### config.mk
export PLATFORM = sky130hd
export DESIGN_NAME = array_list_engine
export DESIGN_NICKNAME = d
export VERILOG_FILES = /design/src/hw/rtl/ale_pkg.sv /design/src/hw/rtl/ale_ram.sv /design/src/hw/rtl/ale_front.sv /design/src/hw/rtl/ale_back.sv /design/src/hw/rtl/array_list_engine.sv
export SDC_FILE = /design/constraint.sdc
export NUM_CORES = 2
export LEC_CHECK = 0
export BUFFER_PORTS_ARGS = -buffer_cell sky130_fd_sc_hd__buf_2
export CAP_MARGIN = 10
export CORE_UTILIZATION = 57
export CTS_CLUSTER_SIZE = 8
export DETAILED_ROUTE_END_ITERATION = 8
export PLACE_DENSITY = 0.76
export SLEW_MARGIN = 5
export SYNTH_ARGS = -nofsm -noshare
export SYNTH_HDL_FRONTEND = slang
export SYNTH_HIERARCHICAL = 1
export SYNTH_MEMORY_MAX_BITS = 65536
export SYNTH_SLANG_ARGS = --single-unit
### constraint.sdc
create_clock -name clk -period 5.9 [get_ports clk]
set_input_delay 0.885 -clock clk [delete_from_list [all_inputs] [get_ports clk]]
set_output_delay 0.885 -clock clk [all_outputs]
set_load 0.05 [all_outputs]
### src/hw/rtl/ale_pkg.sv
package ale_pkg;

    localparam logic [2:0] REQ_READ    = 3'd0;
    localparam logic [2:0] REQ_INSERT  = 3'd1;
    localparam logic [2:0] REQ_APPEND  = 3'd2;
    localparam logic [2:0] REQ_REMOVE  = 3'd3;
    localparam logic [2:0] REQ_REPLACE = 3'd4;
    localparam logic [2:0] REQ_CLEAR   = 3'd5;

    localparam logic [1:0] ST_OK    = 2'd0;
    localparam logic [1:0] ST_RANGE = 2'd1;
    localparam logic [1:0] ST_FULL  = 2'd2;

    typedef struct packed {
        logic [2:0]  req_type;
        logic [6:0]  location;
        logic [31:0] item;
    } req_t;

    typedef struct packed {
        logic [31:0] read_data;
        logic        match;
        logic [1:0]  status;
        logic [7:0]  count;
        logic        is_empty;
        logic        is_full;
    } rsp_t;

    typedef enum logic [2:0] {
        K_READ,
        K_INSERT,
        K_APPEND,
        K_REMOVE,
        K_REPLACE,
        K_CLEAR,
        K_NOP
    } cmd_kind_t;

    typedef struct packed {
        cmd_kind_t   kind;
        logic        loc_in_depth;
        logic [6:0]  location;
        logic [31:0] item;
    } cmd_t;

endpackage

### src/hw/rtl/ale_ram.sv
module ale_ram #(
    parameter int WIDTH = 32,
    parameter int DEPTH = 128
) (
    input  logic                     clk,
    input  logic                     we,
    input  logic [$clog2(DEPTH)-1:0] waddr,
    input  logic [WIDTH-1:0]         wdata,
    input  logic                     re,
    input  logic [$clog2(DEPTH)-1:0] raddr,
    output logic [WIDTH-1:0]         rdata
);

    logic [WIDTH-1:0] mem_reg [DEPTH];
    logic [WIDTH-1:0] rd_reg;

    always_ff @(posedge clk)
    begin
        if (we)
        begin
            mem_reg[waddr] <= wdata;
        end
        if (re)
        begin
            rd_reg <= mem_reg[raddr];
        end
    end

    assign rdata = rd_reg;

endmodule

### src/hw/rtl/ale_front.sv
module ale_front #(
    parameter int DEPTH = 128
) (
    input  logic          clk,
    input  logic          rst_n,
    input  logic          push,
    output logic          full,
    input  ale_pkg::req_t req,
    output logic          cmd_valid,
    input  logic          cmd_ready,
    output ale_pkg::cmd_t cmd
);

    localparam logic [1:0] QDEPTH = 2'd2;

    ale_pkg::cmd_t slot_reg [2];
    logic          wr_ptr_reg;
    logic          wr_ptr_next;
    logic          rd_ptr_reg;
    logic          rd_ptr_next;
    logic [1:0]    fill_reg;
    logic [1:0]    fill_next;
    logic          do_push;
    logic          do_pop;
    ale_pkg::cmd_t cmd_in;

    always_comb
    begin
        cmd_in.location     = req.location;
        cmd_in.item         = req.item;
        cmd_in.loc_in_depth = ({25'd0, req.location} < 32'(DEPTH));
        case (req.req_type)
            ale_pkg::REQ_READ:    cmd_in.kind = ale_pkg::K_READ;
            ale_pkg::REQ_INSERT:  cmd_in.kind = ale_pkg::K_INSERT;
            ale_pkg::REQ_APPEND:  cmd_in.kind = ale_pkg::K_APPEND;
            ale_pkg::REQ_REMOVE:  cmd_in.kind = ale_pkg::K_REMOVE;
            ale_pkg::REQ_REPLACE: cmd_in.kind = ale_pkg::K_REPLACE;
            ale_pkg::REQ_CLEAR:   cmd_in.kind = ale_pkg::K_CLEAR;
            default:              cmd_in.kind = ale_pkg::K_NOP;
        endcase
    end

    assign full      = (fill_reg == QDEPTH);
    assign cmd_valid = (fill_reg != 2'd0);
    assign cmd       = slot_reg[rd_ptr_reg];
    assign do_push   = push && !full;
    assign do_pop    = cmd_ready && cmd_valid;

    always_comb
    begin
        wr_ptr_next = wr_ptr_reg ^ do_push;
        rd_ptr_next = rd_ptr_reg ^ do_pop;
        fill_next   = fill_reg + {1'b0, do_push} - {1'b0, do_pop};
    end

    always_ff @(posedge clk)
    begin
        if (do_push)
        begin
            slot_reg[wr_ptr_reg] <= cmd_in;
        end
    end

    always_ff @(posedge clk or negedge rst_n)
    begin
        if (!rst_n)
        begin
            wr_ptr_reg <= 1'b0;
            rd_ptr_reg <= 1'b0;
            fill_reg   <= 2'd0;
        end
        else
        begin
            wr_ptr_reg <= wr_ptr_next;
            rd_ptr_reg <= rd_ptr_next;
            fill_reg   <= fill_next;
        end
    end

endmodule

### src/hw/rtl/ale_back.sv
module ale_back #(
    parameter int DEPTH      = 128,
    parameter int DATA_WIDTH = 32
) (
    input  logic          clk,
    input  logic          rst_n,
    input  logic          cmd_valid,
    output logic          cmd_ready,
    input  ale_pkg::cmd_t cmd,
    output logic          rsp_valid,
    input  logic          pop,
    output ale_pkg::rsp_t rsp
);

    localparam int AW  = $clog2(DEPTH);
    localparam int CW  = $clog2(DEPTH + 1);
    localparam int XW  = (CW > 7) ? CW : 7;
    localparam int CXW = CW + 8;

    typedef enum logic [4:0] {
        S_IDLE   = 5'b00001,
        S_RDWAIT = 5'b00010,
        S_UP     = 5'b00100,
        S_DOWN   = 5'b01000,
        S_FILL   = 5'b10000
    } state_t;

    state_t                state_reg;
    state_t                state_next;
    logic [CW-1:0]         count_reg;
    logic [CW-1:0]         count_next;
    logic [AW-1:0]         ptr_reg;
    logic [AW-1:0]         ptr_next;
    logic [AW-1:0]         stop_reg;
    logic [AW-1:0]         stop_next;
    logic [DATA_WIDTH-1:0] item_reg;
    logic [DATA_WIDTH-1:0] item_next;
    logic                  res_valid_reg;
    ale_pkg::rsp_t         res_reg;
    ale_pkg::rsp_t         res_next;

    logic                  ram_we;
    logic [AW-1:0]         ram_waddr;
    logic [DATA_WIDTH-1:0] ram_wdata;
    logic                  ram_re;
    logic [AW-1:0]         ram_raddr;
    logic [DATA_WIDTH-1:0] ram_rdata;

    logic                  start;
    logic [XW-1:0]         loc_x;
    logic [XW-1:0]         cnt_x;
    logic [AW-1:0]         loc_a;
    logic [AW-1:0]         cnt_a;
    logic [XW-1:0]         cnt_m2;
    logic                  full_now;
    logic [63:0]           item_ext;
    logic [DATA_WIDTH-1:0] item_d;
    logic [63:0]           rd_ext;
    logic [CXW-1:0]        cnt_wide;

    logic                  fin;
    logic [1:0]            fin_status;
    logic                  fin_read;

    ale_ram #(
        .WIDTH (DATA_WIDTH),
        .DEPTH (DEPTH)
    ) u_ram (
        .clk   (clk),
        .we    (ram_we),
        .waddr (ram_waddr),
        .wdata (ram_wdata),
        .re    (ram_re),
        .raddr (ram_raddr),
        .rdata (ram_rdata)
    );

    assign start     = (state_reg == S_IDLE) && cmd_valid && (!res_valid_reg || pop);
    assign cmd_ready = start;
    assign loc_x     = XW'(cmd.location);
    assign cnt_x     = XW'(count_reg);
    assign loc_a     = loc_x[AW-1:0];
    assign cnt_a     = cnt_x[AW-1:0];
    assign cnt_m2    = cnt_x - XW'(2);
    assign full_now  = (count_reg == CW'(DEPTH));
    assign item_ext  = 64'(cmd.item);
    assign item_d    = item_ext[DATA_WIDTH-1:0];
    assign rd_ext    = 64'(ram_rdata);

    always_comb
    begin
        state_next = state_reg;
        count_next = count_reg;
        ptr_next   = ptr_reg;
        stop_next  = stop_reg;
        item_next  = item_reg;
        ram_we     = 1'b0;
        ram_waddr  = '0;
        ram_wdata  = '0;
        ram_re     = 1'b0;
        ram_raddr  = '0;
        fin        = 1'b0;
        fin_status = ale_pkg::ST_OK;
        fin_read   = 1'b0;
        case (state_reg)
            S_IDLE:
            begin
                if (start)
                begin
                    item_next = item_d;
                    case (cmd.kind)
                        ale_pkg::K_READ:
                        begin
                            if (loc_x >= cnt_x)
                            begin
                                fin        = 1'b1;
                                fin_status = ale_pkg::ST_RANGE;
                            end
                            else
                            begin
                                ram_re     = 1'b1;
                                ram_raddr  = loc_a;
                                state_next = S_RDWAIT;
                            end
                        end
                        ale_pkg::K_INSERT:
                        begin
                            if (loc_x > cnt_x || !cmd.loc_in_depth)
                            begin
                                fin        = 1'b1;
                                fin_status = ale_pkg::ST_RANGE;
                            end
                            else if (full_now)
                            begin
                                fin        = 1'b1;
                                fin_status = ale_pkg::ST_FULL;
                            end
                            else if (loc_x == cnt_x)
                            begin
                                ram_we     = 1'b1;
                                ram_waddr  = loc_a;
                                ram_wdata  = item_d;
                                count_next = count_reg + CW'(1);
                                fin        = 1'b1;
                            end
                            else
                            begin
                                ram_re     = 1'b1;
                                ram_raddr  = cnt_a - AW'(1);
                                ptr_next   = cnt_a;
                                stop_next  = loc_a;
                                state_next = S_UP;
                            end
                        end
                        ale_pkg::K_APPEND:
                        begin
                            fin = 1'b1;
                            if (full_now)
                            begin
                                fin_status = ale_pkg::ST_FULL;
                            end
                            else
                            begin
                                ram_we     = 1'b1;
                                ram_waddr  = cnt_a;
                                ram_wdata  = item_d;
                                count_next = count_reg + CW'(1);
                            end
                        end
                        ale_pkg::K_REMOVE:
                        begin
                            if (loc_x >= cnt_x)
                            begin
                                fin        = 1'b1;
                                fin_status = ale_pkg::ST_RANGE;
                            end
                            else if (loc_x == cnt_x - XW'(1))
                            begin
                                count_next = count_reg - CW'(1);
                                fin        = 1'b1;
                            end
                            else
                            begin
                                ram_re     = 1'b1;
                                ram_raddr  = loc_a + AW'(1);
                                ptr_next   = loc_a;
                                stop_next  = cnt_m2[AW-1:0];
                                state_next = S_DOWN;
                            end
                        end
                        ale_pkg::K_REPLACE:
                        begin
                            fin = 1'b1;
                            if (loc_x >= cnt_x)
                            begin
                                fin_status = ale_pkg::ST_RANGE;
                            end
                            else
                            begin
                                ram_we    = 1'b1;
                                ram_waddr = loc_a;
                                ram_wdata = item_d;
                            end
                        end
                        ale_pkg::K_CLEAR:
                        begin
                            count_next = '0;
                            fin        = 1'b1;
                        end
                        default:
                        begin
                            fin = 1'b1;
                        end
                    endcase
                end
            end
            S_RDWAIT:
            begin
                fin        = 1'b1;
                fin_read   = 1'b1;
                state_next = S_IDLE;
            end
            S_UP:
            begin
                ram_we    = 1'b1;
                ram_waddr = ptr_reg;
                ram_wdata = ram_rdata;
                if (ptr_reg - AW'(1) == stop_reg)
                begin
                    state_next = S_FILL;
                end
                else
                begin
                    ptr_next  = ptr_reg - AW'(1);
                    ram_re    = 1'b1;
                    ram_raddr = ptr_reg - AW'(2);
                end
            end
            S_FILL:
            begin
                ram_we     = 1'b1;
                ram_waddr  = stop_reg;
                ram_wdata  = item_reg;
                count_next = count_reg + CW'(1);
                fin        = 1'b1;
                state_next = S_IDLE;
            end
            S_DOWN:
            begin
                ram_we    = 1'b1;
                ram_waddr = ptr_reg;
                ram_wdata = ram_rdata;
                if (ptr_reg == stop_reg)
                begin
                    count_next = count_reg - CW'(1);
                    fin        = 1'b1;
                    state_next = S_IDLE;
                end
                else
                begin
                    ptr_next  = ptr_reg + AW'(1);
                    ram_re    = 1'b1;
                    ram_raddr = ptr_reg + AW'(2);
                end
            end
            default:
            begin
                state_next = S_IDLE;
            end
        endcase
    end

    assign cnt_wide = CXW'(count_next);

    always_comb
    begin
        res_next.read_data = fin_read ? rd_ext[31:0] : 32'd0;
        res_next.match     = fin_read && (ram_rdata == item_reg);
        res_next.status    = fin_status;
        res_next.count     = cnt_wide[7:0];
        res_next.is_empty  = (count_next == '0);
        res_next.is_full   = (count_next == CW'(DEPTH));
    end

    always_ff @(posedge clk)
    begin
        ptr_reg  <= ptr_next;
        stop_reg <= stop_next;
        item_reg <= item_next;
        if (fin)
        begin
            res_reg <= res_next;
        end
    end

    always_ff @(posedge clk or negedge rst_n)
    begin
        if (!rst_n)
        begin
            state_reg     <= S_IDLE;
            count_reg     <= '0;
            res_valid_reg <= 1'b0;
        end
        else
        begin
            state_reg <= state_next;
            count_reg <= count_next;
            if (fin)
            begin
                res_valid_reg <= 1'b1;
            end
            else if (pop)
            begin
                res_valid_reg <= 1'b0;
            end
        end
    end

    assign rsp_valid = res_valid_reg;
    assign rsp       = res_reg;

endmodule

### src/hw/rtl/array_list_engine.sv
// Channel   Handshake              Beat
// request   push / full            ale_pkg::req_t (req_type, location, item)
// result    empty / pop            ale_pkg::rsp_t (read_data .. is_full)
//
// A beat is first registered in a two-beat request queue. The engine then finishes
// append, replace, clear, insert at the end and rejected requests straight from idle;
// read passes a read-wait state; any other insert shifts entries up and then writes
// the item; remove shifts any later entries down. Each move uses the single RAM write port.
// Reset clears the count and control only; the entry RAM is not swept.
// The engine holds a new request while a result waits and pop is low.
module array_list_engine #(
    parameter int DEPTH      = 128,
    parameter int DATA_WIDTH = 32
) (
    input  logic          clk,
    input  logic          rst_n,
    input  logic          push,
    output logic          full,
    input  ale_pkg::req_t req,
    output logic          empty,
    input  logic          pop,
    output ale_pkg::rsp_t rsp
);

    logic          cmd_valid;
    logic          cmd_ready;
    ale_pkg::cmd_t cmd;
    logic          rsp_valid;

    ale_front #(
        .DEPTH (DEPTH)
    ) u_front (
        .clk       (clk),
        .rst_n     (rst_n),
        .push      (push),
        .full      (full),
        .req       (req),
        .cmd_valid (cmd_valid),
        .cmd_ready (cmd_ready),
        .cmd       (cmd)
    );

    ale_back #(
        .DEPTH      (DEPTH),
        .DATA_WIDTH (DATA_WIDTH)
    ) u_back (
        .clk       (clk),
        .rst_n     (rst_n),
        .cmd_valid (cmd_valid),
        .cmd_ready (cmd_ready),
        .cmd       (cmd),
        .rsp_valid (rsp_valid),
        .pop       (pop),
        .rsp       (rsp)
    );

    assign empty = !rsp_valid;

endmodule

# ---- Word-level counts from Yosys, hierarchy flattened
# Memories as Yosys holds them, arrays and structs flattened. A register that Yosys moved wholly into a read port is not among the register bits.
# Cells that the tools add are included.
dict set report totals {
  reg_bits 109
  mem_bits_rw 4180
  inputBits 46
  output_inout_bits 47
  elab_cells 200
  mem_count 2
}
dict set report op_classes {
  add_sub_neg 11
  n_lt_le_gt_ge 2
  eq_ne 41
  n_mux 102
  n_bitwise 2
  reduce_logical 25
}
# name words word_bits read_ports rd_ports_with_merged_regs wr line
set mem_list {}
lappend mem_list {u_back.u_ram.mem_reg 128 32 1 1 1 ale_ram.sv:14} ;# logic [WIDTH-1:0] mem_reg [DEPTH];
lappend mem_list {u_front.slot_reg 2 42 1 0 1 ale_front.sv:16} ;# ale_pkg::cmd_t slot_reg [2];
# operator n
set op_table {}
lappend op_table {{2-to-1 mux 32 bit} 6}
lappend op_table {{case mux 32 bit (3 select lines)} 2}
lappend op_table {{2-to-1 mux 7 bit} 27}
lappend op_table {{case mux 7 bit (3 select lines)} 5}
lappend op_table {{2-to-1 mux 8 bit} 8}
lappend op_table {{2-to-1 mux 5 bit} 9}
lappend op_table {{== test 32 bit} 1}
lappend op_table {{case mux 8 bit (4 select lines)} 1}
lappend op_table {{case mux 5 bit (3 select lines)} 2}
lappend op_table {{2-to-1 mux 1 bit} 29}
lappend op_table {{case mux 7 bit (2 select lines)} 2}
lappend op_table {{case mux 8 bit (3 select lines)} 1}
lappend op_table {{inequality test 3 bit, second input constant} 7}
lappend op_table {{AND reduction 10 bit} 2}
lappend op_table {{case mux 3 bit (6 select lines)} 1}
lappend op_table {{== test 7 x 8 -> 1 bit} 2}
lappend op_table {{== test 8 bit, second input constant} 2}
lappend op_table {{inequality test 2 bit, second input constant} 8}
lappend op_table {{case mux 1 bit (3 select lines)} 5}
lappend op_table {{adder 7 x 1 -> 7 bit, second input constant} 2}
lappend op_table {{== test 7 bit} 2}
lappend op_table {{subtractor 7 x 1 -> 7 bit, second input constant} 2}
lappend op_table {{subtractor 7 x 2 -> 7 bit, second input constant} 2}
lappend op_table {{== test 3 x 2 -> 1 bit, second input constant} 4}
lappend op_table {{33 further kinds} 51}

# ---- Logic depth before layout (Yosys ltp)
# An unclocked memory read counts as a cell.
dict set report logic_depth {
  depth_word 10
  mapped_depth 21
  ltp_nobuf 15
}

# ---- By module
# The synthesis kept the hierarchy.
# mod instances cells_per_inst area_each_um2 seq_area_each_um2
set modules_own_cells {}
lappend modules_own_cells {ale_ram 1 5990 156610.2 123958.9}
lappend modules_own_cells {ale_back 1 758 7315.8 3084.2}
lappend modules_own_cells {ale_front 1 156 3480.8 2622.5}
lappend modules_own_cells {array_list_engine 1 1 3.8 0.0}

# ---- Worst setup path before layout
# No wires, ideal clock.
dict set report synth_timing {
  kind {register to register}
  startpoint {register u_front.rd_ptr_reg}
  endpoint {memory u_back.u_ram.mem_reg[82][0], enable pin}
  setup_ns 0.461
  t_arrival_ns 6.021
  required_ns 5.439
  setup_slack_ns -0.582
  stages_incl_launch_ff 15
  path_buffers 2
  synth_period_minus_slack_ns 6.482
  path_cell_list {dfrtp_1 > buf_6 > buf_12 > mux2_4 > ha_1 > a211oi_1 > o21ai_0 > o31ai_2 > nand3b_1 > a21oi_1 > a22oi_1 > o21ai_0 > nor2b_1 > nand3_1 > nor3_1}
}
# item line
set synth_rtl {}
lappend synth_rtl {{start: declaration} ale_front.sv:19} ;# logic rd_ptr_reg;
lappend synth_rtl {{start signal: assignment} ale_front.sv:75} ;# rd_ptr_reg <= rd_ptr_next;
lappend synth_rtl {{end: declaration} ale_ram.sv:14}

==> results.toml <==
[cells_and_area]
drive_gt1_frac = 0.398
largest_register_ffs = 4096
stdcell_area_um2 = 201000
area_delta_synth_final_pct = 19.9
regArea_um2 = 130000
nNetsFinal = 8140
fillers = 15700
multi_input_area_um2 = 37200

[cts]
cts_tree = "yes"
clockBufferDepth = 4
worstSkewPairLatency_ps = 1030
cts.sinks = 4321
cts.clk_slew.worst_paths_ps = 50
htreeDepth = 6
root_buffer = "clkbuf_16"
cts_made_buffers = 614

[power_and_ir_drop]
p_clk_frac = 0.399
switchingPower_mw = 22.6
p_leak_nw = 63.4
powerDensity_nw_per_um2 = 407
p_comb_frac = 0.160
p_int_mw = 59.0
switching_share = 0.277
vdd_drop_max_mv = 0.467
power_frac_seq = 0.441

[yosys]
avgSynthCellArea_um2 = 24.2
synth_seq_cells = 4321
ys_warn_count = 6
ys_seq_area_frac = 0.775
synth_area_um2 = 167000
synth.distinct_cells = 87
synth_edf_count = 4303
synth_cells = 6905
async_reset_ff_frac = 0.00417
synthFlopType = "edfxtp_1"
syn_nets = 6976

[die]
fp.coreArea_um2 = 292000
die_area_um2 = 296000
io_pins = 93
fp.dieH_um = 544
dieWidth_um = 544
rows = 198
initial_core_util = 0.574

[outcome]
status = "finished, violations left"
violations = "DRC, setup timing"

[global_route]
grt_antenna_before_repair = 84
grt_pass1_wl_um = 767000
grt_max_degree = 129
groute.usage.overall = 0.386
gr-total-overflow = 0
grt_pass1_vias = 92900

[timing]
period_share = 1.04
finalClockSkew_ps = 68.4
worst_pin_slew_ps = 1210
setup_viol = 32
min_period_ps = 6150
setup_ws_ps = -246
drv_slew = 0
rsz0062_at_grt = "yes"
max_freq_mhz = 163
relSlewSlack = 0.191
hold_viol = 0

[worst_setup_path]
required_ps = 6660
crit_chain = "buf_6 > mux2_4 > ha_2 > a211oi_4 > o21ai_2 > o31a_1 > a211o_4 > inv_2 > nand2_1 > o211ai_1 > a221o_4 > buf_12 > buf_16 > buf_16 > buf_6 > mux4_2 > mux4_2 > mux4_2 > mux2_4"
crit_fanout = 6
slowest_delay_ps = 810
start_kind = "register"
worstPathArrival_ps = 6900
cp-end-kind = "register"
cpMostUsedCell = "mux4_2"
path_class = "register to register"
critical_path.slowest_cell = "mux4_2"

[placement]
dp_slack_ps = -433
gp_congestion = 0.908
hpwlAfterDp_um = 276000
place_area_um2 = 181000
port_buffers = 92

[routing]
vias_per_cell = 7.78
vias = 93900
ant_nets = 0
first_pass_iters = 9
drt_iter0_markers = 19700
routedWlPerCell_um = 48.9
drc_errors = 16
detail_route.wirelength_um = 590000

[hold_path]
hold_path_class = "primary input to register"

[run]
maxCapViolCount = 0
## synthesized netlist by cell type (5+ instances only)
| cell type | instances | share of area |
|---|---|---|
| clkbuf_1 | 223 | 0.0050 |
| xnor2_1 | 31 | 0.0016 |
| and3_1 | 15 | 0.00056 |
| o221ai_1 | 11 | 0.00058 |
| a21oi_1 | 31 | 0.00093 |
| nand2_1 | 60 | 0.0013 |
| o21ai_0 | 37 | 0.0011 |
| ha_1 | 25 | 0.0019 |
| buf_4 | 11 | 0.00049 |
| nor4_1 | 11 | 0.00041 |
| buf_2 | 80 | 0.0024 |
| mux2_2 | 35 | 0.0024 |
| edfxtp_1 | 4303 | 0.77 |
| a32oi_1 | 5 | 0.00026 |
| inv_1 | 56 | 0.0013 |
| nand4_1 | 15 | 0.00056 |
| or3_1 | 5 | 0.00019 |
| nand3_1 | 28 | 0.00084 |
| mux2_4 | 39 | 0.0035 |
| nor2_1 | 170 | 0.0038 |
| mux4_2 | 1345 | 0.18 |
| buf_1 | 54 | 0.0012 |
| nor2b_1 | 15 | 0.00056 |
| nand2b_1 | 13 | 0.00049 |
| a22oi_1 | 17 | 0.00076 |
| a211oi_1 | 7 | 0.00031 |
| dfrtp_1 | 17 | 0.0025 |
| nor3_1 | 27 | 0.00081 |
| and2_1 | 43 | 0.0016 |
| a222oi_1 | 33 | 0.0020 |
| a31oi_1 | 12 | 0.00045 |
| xor2_1 | 39 | 0.0020 |
| o211ai_1 | 5 | 0.00022 |
## cell families after synthesis
logic type,count (synthesis),synth area share
adders and majority gates,25,0.00187
buffers and inverters,435,0.0112
muxes,1421,0.187
other,1,0.0000224
xor gates and xnor gates,70,0.00366
and+or+nand+nor,423,0.0123
DFF,4321,0.775
AOI/OAI and AO/OA,209,0.00949
## worst max-delay path: cells and delay by family, from the launching register on
kind	cells	cell delay, ps
AOI/OAI and AO/OA	6	1730
adders and majority gates	1	200
buffers and inverters	6	880
DFF	1	460
muxes	5	2520
and+or+nand+nor	1	40
## cell usage in the layout, fill, tap and decap left out, types with 28 or more instances in the layout
| master | count |
|---|---|
| a21oi_1 | 30 |
| edfxtp_1 | 4303 |
| mux4_2 | 1345 |
| o21ai_0 | 30 |
| nand2_1 | 55 |
| nor2_4 | 119 |
| a222oi_1 | 33 |
| diode_2 | 31 |
| mux2_2 | 28 |
| mux2_4 | 46 |
| buf_16 | 37 |
| buf_6 | 33 |
| inv_4 | 32 |
| buf_4 | 411 |
| buf_2 | 92 |
| xor2_1 | 38 |
| clkbuf_16 | 636 |
| and2_1 | 43 |
| buf_12 | 314 |
| xnor2_1 | 31 |
| nor2_1 | 49 |
## power by group through the flow
stage / clock network (mW) / registers (mW) / logic [mW]
finish: 32.6 / 36.0 / 13.1
global route: 33.4 / 36.0 / 13.1
CTS: 31.8 / 36.0 / 12.0
detailed placement: 0 / 36.6 / 11.2
global placement: 0 / 36.5 / 11.0
floorplan: 0 / 37.1 / 5.95
## stage by stage
| step | power [mW] | hold WS (ps) | TNS [ps] | std cells | utilization |
|---|---|---|---|---|---|
| finish | 81.7 | 53.2 | -2930 | 12100 | 0.688 |
| global route | 82.5 | 52.7 | -2410 | 12000 | 0.688 |
| CTS | 79.8 | 64.4 | 0 | 12000 | 0.685 |
| detailed placement | 47.8 | 550 | -8460 | 11200 | 0.622 |
| global placement | 47.5 | 501 | -12070 | 11200 | 0.622 |
| floorplan | 43.0 | 481 | -55880 | 6905 | - |
## final timing paths
check,startpoint,endpoint,slack (ps),depth (start not counted)
worst max-delay path,u_front/rd_ptr_reg$_DFF_PN0_,u_back/u_ram/rdata[10]$_DFFE_PP_,-250,19
worst min-delay path,req[24],u_front/slot_reg[1][24]$_DFFE_PP_,50,1
worst max register to register,u_front/rd_ptr_reg$_DFF_PN0_,u_back/u_ram/rdata[10]$_DFFE_PP_,-250,19
worst min register to register,u_front/slot_reg[0][13]$_DFFE_PP_,u_back/item_reg[13]$_DFFE_PP_,550,1
max in group asynchronous,rst_n,u_back/cnt_x[2]$_DFF_PN0_,5110,2
min in group asynchronous,rst_n,u_front/fill_reg[1]$_DFF_PN0_,380,2
## repair_timing
item,4_1_cts,5_1_grt
pin swaps,11,11
setup buffers,71,51
hold buffers,1,0
resized for setup,82,69
endpoints found under the hold margin,17,0
gates cloned,18,10
setup endpoints to repair,32,32
## layer usage
metal / routed length (µm) / track usage / up-vias
li1: - / - / 32000
met1: 167000 / 0.460 / 46900
met2: 268000 / 0.587 / 11800
met3: 101000 / 0.141 / 3130
met4: 53000 / 0.267 / 76
met5: 959 / 0.0112 / -
## layout make-up
class,instances,area share
diodes,31,0.000387
inverters,59,0.00150
clock buffers,642,0.0784
well taps,3900,0.0243
clock inverters,40,0.00360
multi-input cells,2149,0.185
repair buffers,924,0.0604
flip-flops and latches,4321,0.646
No activity file was read; power rests on OpenSTA's default activity.
